### config.mk
export PLATFORM = sky130hd
export DESIGN_NAME = avr_cell
export DESIGN_NICKNAME = d
export VERILOG_FILES = /design/src/avr_pkg.sv /design/src/avr_cell.sv
export SDC_FILE = /design/constraint.sdc
export NUM_CORES = 1
export LEC_CHECK = 0
export BUFFER_PORTS_ARGS = -buffer_cell sky130_fd_sc_hd__buf_2
export CAP_MARGIN = 10
export CELL_PAD_IN_SITES_DETAIL_PLACEMENT = 1
export CELL_PAD_IN_SITES_GLOBAL_PLACEMENT = 1
export CORE_ASPECT_RATIO = 1.4
export CORE_MARGIN = 2
export CORE_UTILIZATION = 25
export DETAILED_ROUTE_END_ITERATION = 7
export PLACE_DENSITY = 0.55
export SLEW_MARGIN = 20
export SYNTH_ARGS = -nofsm -noshare
export SYNTH_HDL_FRONTEND = slang
export SYNTH_SLANG_ARGS = --single-unit
### constraint.sdc
create_clock -name clk -period 0.9 [get_ports clk]
set_clock_uncertainty 0.05 [all_clocks]
set_input_delay 0.09 -clock clk [delete_from_list [all_inputs] [get_ports clk]]
set_output_delay 0.09 -clock clk [all_outputs]
set_load 0.01 [all_outputs]
### src/avr_pkg.sv
// Shared constants, types and the arctangent table for the axis vector rotator.
package avr_pkg;

	localparam int COORD_WIDTH_DEF   = 16;
	localparam int ANGLE_WIDTH_DEF   = 16;
	localparam int CORDIC_STAGES_DEF = 16;

	// CORDIC datapath: 32-bit phase (full turn = 2^32), 30 fraction bits on sin/cos
	localparam int PHASE_W   = 32;
	localparam int CORD_W    = 32;
	localparam int FRAC_BITS = 30;

	localparam logic signed [CORD_W-1:0] GAIN_Q30 = 32'sd652032874;
	localparam logic [PHASE_W-1:0] QUARTER_TURN = 32'h4000_0000;
	localparam logic [PHASE_W-1:0] HALF_TURN    = 32'h8000_0000;

	// axis codes on func
	localparam logic [1:0] AXIS_X    = 2'd0;
	localparam logic [1:0] AXIS_Y    = 2'd1;
	localparam logic [1:0] AXIS_Z    = 2'd2;
	localparam logic [1:0] AXIS_NONE = 2'd3;

	typedef struct packed {
		logic       valid;
		logic [1:0] func;
	} avr_ctl_t;

	localparam logic [PHASE_W-1:0] ATAN_TURNS [32] = '{
		32'h20000000, 32'h12E4051E, 32'h09FB385B, 32'h051111D4,
		32'h028B0D43, 32'h0145D7E1, 32'h00A2F61E, 32'h00517C55,
		32'h0028BE53, 32'h00145F2F, 32'h000A2F98, 32'h000517CC,
		32'h00028BE6, 32'h000145F3, 32'h0000A2FA, 32'h0000517D,
		32'h000028BE, 32'h0000145F, 32'h00000A30, 32'h00000518,
		32'h0000028C, 32'h00000146, 32'h000000A3, 32'h00000051,
		32'h00000029, 32'h00000014, 32'h0000000A, 32'h00000005,
		32'h00000003, 32'h00000001, 32'h00000001, 32'h00000000
	};

	function automatic logic [PHASE_W-1:0] atan_turn(input logic [4:0] idx);
		return ATAN_TURNS[idx];
	endfunction

endpackage

### src/avr_cell.sv
// One CORDIC micro-rotation cell of the rotator chain.
module avr_cell #(
	parameter int COORD_WIDTH = avr_pkg::COORD_WIDTH_DEF,
	parameter int STAGE       = 0
) (
	input  logic                                  clk,
	input  logic                                  arst_n,
	input  logic                                  en,
	input  avr_pkg::avr_ctl_t                     ctl,
	input  logic signed [COORD_WIDTH-1:0]         vx,
	input  logic signed [COORD_WIDTH-1:0]         vy,
	input  logic signed [COORD_WIDTH-1:0]         vz,
	input  logic signed [avr_pkg::CORD_W-1:0]     cx,
	input  logic signed [avr_pkg::CORD_W-1:0]     cy,
	input  logic [avr_pkg::PHASE_W-1:0]           ph,
	output avr_pkg::avr_ctl_t                     ctl_q,
	output logic signed [COORD_WIDTH-1:0]         vx_q,
	output logic signed [COORD_WIDTH-1:0]         vy_q,
	output logic signed [COORD_WIDTH-1:0]         vz_q,
	output logic signed [avr_pkg::CORD_W-1:0]     cx_q,
	output logic signed [avr_pkg::CORD_W-1:0]     cy_q,
	output logic [avr_pkg::PHASE_W-1:0]           ph_q
);

	localparam logic [avr_pkg::PHASE_W-1:0] ATAN = avr_pkg::atan_turn(5'(STAGE));

	logic signed [avr_pkg::CORD_W-1:0] dx;
	logic signed [avr_pkg::CORD_W-1:0] dy;
	logic signed [avr_pkg::CORD_W-1:0] cx_nx;
	logic signed [avr_pkg::CORD_W-1:0] cy_nx;
	logic [avr_pkg::PHASE_W-1:0]       ph_nx;

	assign dx = cy >>> STAGE;
	assign dy = cx >>> STAGE;

	// rotate towards zero residual phase
	always_comb begin
		if (ph[avr_pkg::PHASE_W-1]) begin
			cx_nx = cx + dx;
			cy_nx = cy - dy;
			ph_nx = ph + ATAN;
		end else begin
			cx_nx = cx - dx;
			cy_nx = cy + dy;
			ph_nx = ph - ATAN;
		end
	end

	always_ff @(posedge clk or negedge arst_n) begin
		if (!arst_n) begin
			ctl_q <= '0;
		end else if (en) begin
			ctl_q <= ctl;
		end
	end

	always_ff @(posedge clk) begin
		if (en) begin
			vx_q <= vx;
			vy_q <= vy;
			vz_q <= vz;
			cx_q <= cx_nx;
			cy_q <= cy_nx;
			ph_q <= ph_nx;
		end
	end

endmodule

==> summary.txt, run 1 <==
Logic synthesis
  – Synth top area share: 0.432
  – Number of flops mapped to enable cells by yosys: 143
  – Dominant synthesized flop cell: edfxtp_1
  – Synth Area per Inst: between 9 and 10 µm²
  – Ys async rst share: 0.0205
  – Area leader, netlist: edfxtp_1
  – Post-synthesis register bit count: between 100 and 150
  – Post-Syn Nets: between 1000 and 1500
  – Area contributors post-synth: edfxtp_1 (43%), ha_1 (13%), a21oi_1 (6.1%), xnor2_1 (4.9%), nor2_1 (3.6%)
  – Cell area after synthesis: 9940 µm²
  – Total of warnings raised by yosys: 0
  – Netlist cell types: roughly 70
  – Gate Count Post-Synth: 1002
  – Post-synthesis sequential area ratio: 0.439

Outcome
  – Status: finished, violations left
  – Failing checks: hold timing, setup timing

Place
  – # port buffers: 296
  – Hpwl dp: roughly 36000 µm
  – Gpl congestion: about 0.89
  – Placed cell count: 2136

Critical path
  – Worst path top cell family by delay: compound AO/OA/AOI/OAI gates
  – WS Path Type: in2reg
  – Worst setup path start: cx[0]
  – R2r endpoint: ctl_q[2]$_DFFE_PN0P_
  – CP required: 1.12 ns
  – Stages on the worst setup path: 15
  – Cells along the critical path: buf_12 > ha_4 > fa_2 > nor2b_4 > o311ai_4 > a211oi_4 > a21oi_2 > nor2_2 > buf_4 > buf_6 > a21o_4 > a21o_1 > buf_4 > a21oi_4 > xor2_1
  – R2R Setup Slk: ~0.070 ns
  – Slowest cell delay on critical path: 0.39 ns
  – CP max-delay cell: fa_2
  – Critical Path Source Type: primary input
  – Most used cell, CP: buf_4
  – Setup crit end: cx_q[22]$_DFFE_PP_
  – RR Startpoint: ctl_q[2]$_DFFE_PN0P_
  – Crit Path Max Fanout: 3
  – FF-to-FF path depth: 1
  – CP endpoint kind: flop
  – Worst Path Arrival: 2.69 ns
  – CP Buf/Inv Count: 4

Drt
  – DR vias: 11000
  – # DRC: 0
  – DRT Wirelength: approximately 48000 µm
  – Detailed router's first-iteration violation count: a little under 600
  – Drt first pass iters: 5
  – Vias per cell: between 4 and 5
  – Remaining antenna violation count: 0
  – WL/cell: slightly above 20 µm

Timing
  – Unrepaired setup endpoints after global routing: yes
  – Relative slew slack: 0.504
  – Tightest Pin Transition: roughly 0.74 ns
  – Final worst setup slack: -1.57 ns
  – Final setup vio count: around 210
  – Pins over their slew limit: 0
  – Post-route setup TNS: -104.76 ns
  – Fmax: a little over 400 MHz
  – Final Cycle Share: 2.74
  – Final Hold Fails: 2
  – Hold WS: -0.0235 ns
  – Final min period: approximately 2.5 ns

GRT
  – Vias in the first global route: between 10000 and 15000
  – Largest net degree at the start of global routing: 39
  – Grt total ovfl: 0
  – First-pass GRT wire length: a little over 70000 µm
  – Tot GR Track Use: 0.227
  – Initial antenna violation count: 2

Floorplanning
  – Die ar.: slightly above 40000 µm²
  – IO Count: between 200 and 300
  – Chip width: roughly 170 µm
  – Initial Util: 0.253
  – Chip Height: 240 µm
  – Core region area: 39300 µm²
  – Row cnt: 86

Pwr
  – VDD IR max: approximately 1.4 mV
  – Pleak: about 0.0083 µW
  – P per Cell Area: 1460 nW/µm²

Finish
  – Share of layout cells above drive strength 1: 0.556
  – Post-Layout Cell Count: 2325
  – Final Net Count: roughly 2000
  – Syn-to-layout area delta: 86.7%

Clock network
  – CTS Sinks: 146
  – CTS tree: done
  – Clock Tree Buf Depth: 2
  – Num CTS Buffers: 17
  – Worst-Skew Late Latency: between 0.4 and 0.5 ns
  – Clock-pin slew on the worst setup and hold paths: ~0.070 ns
  – CTS root buf: clkbuf_16
  – H-tree depth: 4

Run
  – Max Cap Viol: 0

Worst hold path
  – Hold/Removal Path Class: in2reg
## logic make-up (layout without fill, tap and decap cells)
| logic type | after synthesis | count (layout) | synth area share |
|---|---|---|---|
| AO/OA/AOI/OAI | 306 | 306 | 0.193 |
| adder cells (fa/ha/maj) | 105 | 105 | 0.134 |
| multiplexers | 14 | 14 | 0.0146 |
| flip-flops | 146 | 146 | 0.439 |
| XOR/XNOR | 62 | 62 | 0.0546 |
| other | 0 | 2 | 0 |
| AND/OR/NAND/NOR | 230 | 230 | 0.108 |
| buffers and inverters | 139 | 932 | 0.0561 |
## cells in the final DEF, fill, tap and decap left out, types with 9 or more instances in the layout
cell and instances:
nand4_1 12, inv_1 75, a21oi_2 37, xnor2_2 12, nand2_1 35, dlygate4sd3_1 83
clkbuf_16 18, a21o_1 20, nor2_1 79, o21ai_0 23, nand3_1 11, ha_4 20
o21bai_1 11, nor3_1 15, buf_4 356, buf_6 84, xnor2_1 44, ha_1 75
buf_2 266, inv_2 9, o21ai_1 14, o21ai_2 17, a21oi_1 77, edfxtp_1 143
## state kept, by name, summed over array words and instances (netlist names)
name / count
cx_q: 32
ph_q: 32
cy_q: 31
vx_q: 16
vy_q: 16
vz_q: 16
ctl_q: 3
## per-stage QoR
step | power, µW | util | worst slack, ns | hold slack [ns] | instance area (µm²)
after floorplan | 12800 | - | -1.73 | -0.256 | 10500
after global routing | 28200 | 0.473 | -1.66 | -0.00278 | 18600
after CTS | 26500 | 0.457 | -1.52 | -0.0423 | 17900
after global placement | 17200 | 0.383 | -2.18 | -0.162 | 15000
final | 27100 | 0.473 | -1.57 | -0.0235 | 18600
after detailed placement | 17400 | 0.383 | -2.17 | -0.159 | 15000
## report_power, final
group,internal [µW],switching (µW),leakage [µW]
Sequential,8520,343,0.00143
Combinational,5310,5430,0.00656
Clock,4180,3280,0.000280
Total,18000,9050,0.00827
## worst min path at each step
stage,startpoint,to,slack [ns],cells past startpoint
detailed placement,arst_n,ctl_q[2]$_DFFE_PN0P_,-0.16,1
global route,ph[30],ph_q[30]$_DFFE_PP_,-0.003,2
CTS,ph[30],ph_q[30]$_DFFE_PP_,-0.04,2
finish,ph[30],ph_q[30]$_DFFE_PP_,-0.02,2
global placement,arst_n,ctl_q[0]$_DFFE_PN0P_,-0.16,1
floorplan,arst_n,ctl_q[0]$_DFFE_PN0P_,-0.26,0
## cell usage after synthesis, drive strengths merged (3+ instances only)
master,instances
inv,92
o31a,4
nor4,8
dfrtp,3
nand2,42
edfxtp,143
o22ai,4
a211oi,13
nand4,12
a21o,21
nor3b,3
or2,6
buf,23
ha,102
o21a,6
a21boi,5
a211o,5
xor2,6
o21ai,58
or3,6
o211ai,9
a31o,3
nor3,22
fa,3
a2111oi,5
nand3,13
o21bai,17
nor2,95
o311ai,5
xnor2,56
clkbuf,19
mux2,4
o31ai,9
clkinv,5
nor2b,12
a21oi,122
a31oi,5
mux2i,10
nand2b,4
## what timing repair did
item | CTS | global route
pin swaps | 93 | 70
gates resized for setup | 255 | 111
setup endpoints to repair | 209 | 211
buffers inserted | 60 | 27
gates cloned | 0 | 1
hold buffers | 83 | 1
hold endpoints to repair | 85 | 2
## routing by layer
metal	GRT usage	vias up	routed length, µm
met3	0.0329	87	1770
met2	0.464	365	27100
li1	-	5156	-
met1	0.227	5369	17500
met4	0.0925	0	1770
met5	0	-	0
## final cells by class
class	count	area (µm²)
Clock inverter	14	168
Inverter	97	423
Tap cell	528	661
Multi-Input combinational cell	717	6480
Fill cell	4375	20700
Sequential cell	146	4370
Antenna cell	2	5.00
Clock buffer	18	429
Timing Repair Buffer	803	6030
Note: power is estimated with default switching activity, not from simulation.
==> run 2, diff against run 1 <==
- SKIP_CTS_REPAIR_TIMING: unset -> 1
==> summary.txt, run 2 (synthesized netlist as in run 1, its figures left out) <==
Outcome
  – Status: finished, violations left
  – Failing checks: hold timing, setup timing

Timing
  – Relative slew slack: 0.541 (+0.0372)
  – Final worst setup slack: -1.54 ns (+0.0237 ns)
  – Tightest Pin Transition: 0.681 ns (-0.0562 ns)
  – Final Hold Fails: 1 (-1)
  – Final min period: 2.44 ns (-0.0237 ns)
  – Pins over their slew limit: 0 (unchanged)
  – Hold WS: -0.0197 ns (+0.00378 ns)
  – Final Cycle Share: 2.72 (-0.0263)
  – Final setup vio count: 208 (-0.48%)
  – Unrepaired setup endpoints after global routing: yes
  – Fmax: 409 MHz (+0.97%)

Clock network
  – Num CTS Buffers: 17 (unchanged)
  – CTS Sinks: 146 (unchanged)
  – CTS root buf: clkbuf_16
  – H-tree depth: 4 (unchanged)
  – Clock-pin slew on the worst setup and hold paths: 0.07 ns (about the same)
  – Worst-Skew Late Latency: 0.44 ns (about the same)
  – CTS tree: done
  – Clock Tree Buf Depth: 2 (unchanged)

Finish
  – Most frequent cells in the layout: buf_4 (357), buf_2 (275), edfxtp_1 (143)
  – Registers with the most flip-flops: cx_q x32, ph_q x32, cy_q x31
  – Syn-to-layout area delta: 78.4%
  – Final design utilization: 0.452 (-0.0209)
  – Post-Layout Cell Count: 2284 (-1.8%)
  – Most common cell after layout, fill and taps aside: buf_4
  – Filler Cells Inserted: 4421 (+1.1%)
  – Final Net Count: 1997 (-2.0%)
  – Share of layout cells above drive strength 1: 0.525 (-0.0312)
  – Post-route cell area: 17700 µm² (-4.4%)

Critical path
  – CP endpoint kind: flop
  – Slowest cell delay on critical path: 0.43 ns (+0.04 ns)
  – Crit Path Max Fanout: 3 (unchanged)
  – Cells along the critical path: buf_6 > ha_4 > or2_4 > or4_4 > a21oi_4 > buf_6 > o211ai_2 > nand2_2 > a211oi_4 > o311a_1 > o32a_1 > xor2_1
  – Critical Path Source Type: primary input
  – CP max-delay cell: or4_4
  – CP Buf/Inv Count: 2 (-2)
  – Most used cell, CP: buf_6
  – Worst path top cell family by delay: compound AO/OA/AOI/OAI gates
  – Worst Path Arrival: 2.59 ns (-0.10 ns)
  – CP required: 1.05 ns (-0.07 ns)
  – WS Path Type: in2reg

Drt
  – DR vias: 10700 (-2.9%)
  – Drt first pass iters: 5 (unchanged)
  – Detailed router's first-iteration violation count: 437 (-25%)
  – # DRC: 0 (unchanged)
  – Remaining antenna violation count: 0 (unchanged)
  – Vias per cell: 4.67 (-1.2%)
  – DRT Wirelength: 45800 µm (-4.7%)
  – WL/cell: 20.1 µm (-3.0%)

Place
  – # port buffers: 296 (unchanged)
  – Post-DP Area: 15000 µm² (unchanged)
  – Hpwl dp: 35800 µm (unchanged)
  – Placed cell count: 2136 (unchanged)
  – Gpl congestion: 0.891 (unchanged)
  – Setup WS pre-CTS: -2.17 ns (unchanged)

Floorplanning
  – Die ar.: 41400 µm² (unchanged)
  – IO Count: 297 (unchanged)
  – Row cnt: 86 (unchanged)
  – Chip Height: 240 µm (unchanged)
  – Chip width: 173 µm (unchanged)
  – Initial Util: 0.253 (unchanged)
  – Core region area: 39300 µm² (unchanged)

Pwr
  – Power share of the combinational group: 0.379 (-0.018)
  – Pleak: 0.00794 µW (-4.0%)
  – Clock Power Share: 0.284 (+0.008)
  – Sw Pwr: 8680 µW (-4.0%)
  – Internal power: 17500 µW (-2.6%)
  – Sw frac: 0.331 (-0.00325)
  – P per Cell Area: 1480 nW/µm² (+1.4%)
  – Seq pwr share: 0.337 (+0.010)
  – VDD IR max: 1.30 mV (-5.4%)

GRT
  – Largest net degree at the start of global routing: 39 (unchanged)
  – Initial antenna violation count: 1 (-1)
  – Grt total ovfl: 0 (unchanged)
  – First-pass GRT wire length: 63500 µm (-12%)
  – Vias in the first global route: 11200 (-10%)
  – Tot GR Track Use: 0.201 (-0.0265)

Worst hold path
  – Hold/Removal Path Class: in2reg

Run
  – Max Cap Viol: 0 (unchanged)
run 2: final cells by class:
type | instances | area (µm²) | area share
clock buffer | 18 | 429 | 0.0242
clock inverter | 14 | 168 | 0.00945
inverter | 97 | 414 | 0.0233
timing repair buffer | 763 | 5500 | 0.310
tap | 528 | 661 | 0.0372
antenna | 1 | 2.50 | 0.000141
sequential | 146 | 4370 | 0.246
multi-input combinational | 717 | 6200 | 0.349
run 2: power by group through the flow:
stage          registers [µW]  logic [µW]  clock network, µW
6_report                 8850        9930               7450
3_3_place_gp             8940        8300                  0
5_1_grt                  8920       10700               7890
3_5_place_dp             8960        8420                  0
4_1_cts                  8820        8460               7660
2_1_floorplan            9320        3450                  0
run 2: path summary, 6_finish.rpt:
check                                          start              endpoint  slack [ns]  cells after the start
worst max-delay path                           cy[9]    cx_q[31]$_DFFE_PP_       -1.54                     12
worst min-delay path                          ph[30]    ph_q[30]$_DFFE_PP_       -0.02                      2
worst max register to register  ctl_q[0]$_DFFE_PN0P_  ctl_q[0]$_DFFE_PN0P_        0.06                      1
worst min register to register  ctl_q[1]$_DFFE_PN0P_  ctl_q[1]$_DFFE_PN0P_        0.48                      1
max in group asynchronous                     arst_n  ctl_q[2]$_DFFE_PN0P_        0.11                      3
min in group asynchronous                     arst_n  ctl_q[0]$_DFFE_PN0P_        0.54                      3
run 2: metal layers:
metal / vias up / wire length, µm / track usage
met5: - / 0 / 0
met4: 0 / 1580 / 0.0774
met3: 68 / 1620 / 0.0329
met2: 328 / 25900 / 0.413
met1: 5185 / 16700 / 0.197
li1: 5076 / - / -
run 2: stage by stage:
stage / power (µW) / setup TNS [ns]
6_report: 26200 / -99.20
5_1_grt: 27500 / -108.62
4_1_cts: 24900 / -107.72
3_5_place_dp: 17400 / -107.72
3_3_place_gp: 17200 / -107.54
2_1_floorplan: 12800 / -68.54
==> run 3, diff against run 2 <==
- CORE_ASPECT_RATIO: 1.4 -> 1.2
- CTS_BUF_LIST: unset -> sky130_fd_sc_hd__clkbuf_16
- MAX_ROUTING_LAYER: unset -> met4
==> summary.txt, run 3 (synthesized netlist as in run 1, its figures left out) <==
Critical path
  – CP endpoint kind: flop
  – Crit Path Max Fanout: 2 (-1)
  – WS Path Type: in2reg
  – CP required: 1.03 ns (-0.02 ns)
  – Worst Path Arrival: 2.60 ns (about the same)
  – Critical Path Source Type: primary input

Timing
  – Final Hold Fails: 0 (-1)
  – Final worst setup slack: -1.58 ns (-0.0316 ns)
  – Hold WS: 0.0160 ns (+0.0357 ns)
  – Fmax: 404 MHz (-1.3%)
  – Unrepaired setup endpoints after global routing: yes
  – Post-route setup TNS: -99.17 ns (+0.0235 ns)
  – Final Cycle Share: 2.75 (+0.0351)
  – Relative slew slack: 0.545 (+0.00396)
  – Tightest Pin Transition: 0.675 ns (-0.00587 ns)
  – Final min period: 2.48 ns (+0.0316 ns)
  – Final setup vio count: 210 (+0.96%)
  – Pins over their slew limit: 0 (unchanged)

Clock network
  – CTS root buf: clkbuf_16
  – Num CTS Buffers: 17 (unchanged)
  – Clock-pin slew on the worst setup and hold paths: 0.07 ns (about the same)
  – CTS tree: done
  – Clock Tree Buf Depth: 2 (unchanged)
  – CTS Sinks: 146 (unchanged)
  – H-tree depth: 4 (unchanged)
  – Worst-Skew Late Latency: 0.43 ns (about the same)

Drt
  – Detailed router's first-iteration violation count: 353 (-19%)
  – WL/cell: 20.1 µm (+0.28%)
  – DR vias: 10700 (-0.019%)
  – Remaining antenna violation count: 0 (unchanged)
  – Drt first pass iters: 4 (-1)
  – # DRC: 0 (unchanged)
  – DRT Wirelength: 46400 µm (+1.3%)
  – Vias per cell: 4.62 (-1.0%)

GRT
  – Vias in the first global route: 10700 (-3.6%)
  – Grt total ovfl: 0 (unchanged)
  – First-pass GRT wire length: 62200 µm (-2.1%)
  – Tot GR Track Use: 0.206 (+0.00513)
  – Initial antenna violation count: 0 (-1)
  – Largest net degree at the start of global routing: 38 (-2.6%)

Finish
  – # diodes: 0 (-1)
  – Reg area: 4370 µm² (unchanged)
  – Most common cell after layout, fill and taps aside: buf_4
  – Post-route cell area: 18400 µm² (+3.9%)
  – Final Net Count: 2016 (+0.95%)
  – Most frequent cells in the layout: buf_4 (343), buf_2 (264), edfxtp_1 (143)
  – Share of layout cells above drive strength 1: 0.561 (+0.0361)
  – Filler Cells Inserted: 4424 (+0.068%)
  – Syn-to-layout area delta: 85.3%
  – Final design utilization: 0.466 (+0.0144)
  – Area of the multi-input gates: 6530 µm² (+5.2%)
  – Registers with the most flip-flops: cx_q x32, ph_q x32, cy_q x31

Pwr
  – VDD IR max: 1.34 mV (+2.7%)
  – Pleak: 0.00817 µW (+2.9%)
  – P per Cell Area: 1440 nW/µm² (-2.3%)

Worst hold path
  – Hold/Removal Path Class: in2reg

Outcome
  – Status: finished, violations left
  – Failing checks: setup timing

Floorplanning
  – Die ar.: 41400 µm² (about the same)
  – Chip width: 186 µm (+7.8%)
  – Initial Util: 0.252 (-0.00168)
  – Chip Height: 222 µm (-7.3%)
  – IO Count: 297 (unchanged)
  – Row cnt: 80 (-7.0%)
  – Core region area: 39500 µm² (+0.67%)

Run
  – Max Cap Viol: 0 (unchanged)

Place
  – Hpwl dp: 35500 µm (-0.76%)
  – Gpl congestion: 0.914 (+2.6%)
  – # port buffers: 296 (unchanged)
  – Post-DP Area: 15100 µm² (+0.29%)
  – Setup WS pre-CTS: -2.11 ns (+0.0623 ns)
==> run 3: cell types whose count changed in the layout (fill, tap and decap cells not counted), sizes merged <==
cell	before	now
dlygate4sd3	83	84
bufinv	2	1
diode	1	0
inv	98	100
clkbuf	18	17
buf	680	698
==> run 3: critical path, stage by stage <==
cell       delay [ns]
buf_8            0.10
ha_4             0.16
fa_2             0.41
nor2b_4          0.15
o311ai_4         0.29
a211oi_4         0.12
a21oi_2          0.19
nor2_2           0.06
a211o_1          0.35
a2111oi_4        0.34
o211ai_1         0.17
xnor2_1          0.15
==> run 3: final cells by class <==
| cell class | count | area share |
|---|---|---|
| clock buffers | 17 | 0.0231 |
| repair buffers | 782 | 0.318 |
| well taps | 533 | 0.0362 |
| multi-input cells | 717 | 0.354 |
| clock inverters | 15 | 0.00801 |
| flip-flops and latches | 146 | 0.237 |
| inverters | 97 | 0.0233 |
==> run 3: final timing paths <==
| kind | startpoint | to | slack (ns) | depth (start not counted) |
|---|---|---|---|---|
| setup reg to reg | ctl_q[0]$_DFFE_PN0P_ | ctl_q[0]$_DFFE_PN0P_ | 0.07 | 1 |
| setup / recovery | cy[0] | cx_q[30]$_DFFE_PP_ | -1.58 | 12 |
| min in group asynchronous | arst_n | ctl_q[0]$_DFFE_PN0P_ | 0.51 | 3 |
| max in group asynchronous | arst_n | ctl_q[2]$_DFFE_PN0P_ | 0.12 | 3 |
| hold reg to reg | ctl_q[1]$_DFFE_PN0P_ | ctl_q[1]$_DFFE_PN0P_ | 0.50 | 1 |
| hold / removal | ph[30] | ph_q[30]$_DFFE_PP_ | 0.02 | 2 |
==> run 3: layer usage <==
layer | vias to the layer above | share of wire | track usage
li1 | 5114 | - | -
met1 | 5222 | 0.39 | 0.225
met2 | 275 | 0.54 | 0.383
met3 | 44 | 0.044 | 0.0318
met4 | 0 | 0.021 | 0.0526
met5 | - | 0 | -
==> run 3: stage by stage <==
stage	total power, µW	cells
floorplan	12800	1002
global placement	17300	2146
detailed placement	17400	2146
CTS	24800	2178
global route	27900	2307
finish	26600	2307
==> run 3: where the power goes <==
| group | switching, µW | total (µW) | leakage, µW | internal [µW] |
|---|---|---|---|---|
| combinational | 5310 | 10500 | 0.00646 | 5200 |
| sequential | 335 | 8850 | 0.00143 | 8510 |
| clock | 3350 | 7240 | 0.000273 | 3890 |
| total | 8990 | 26600 | 0.00817 | 17600 |
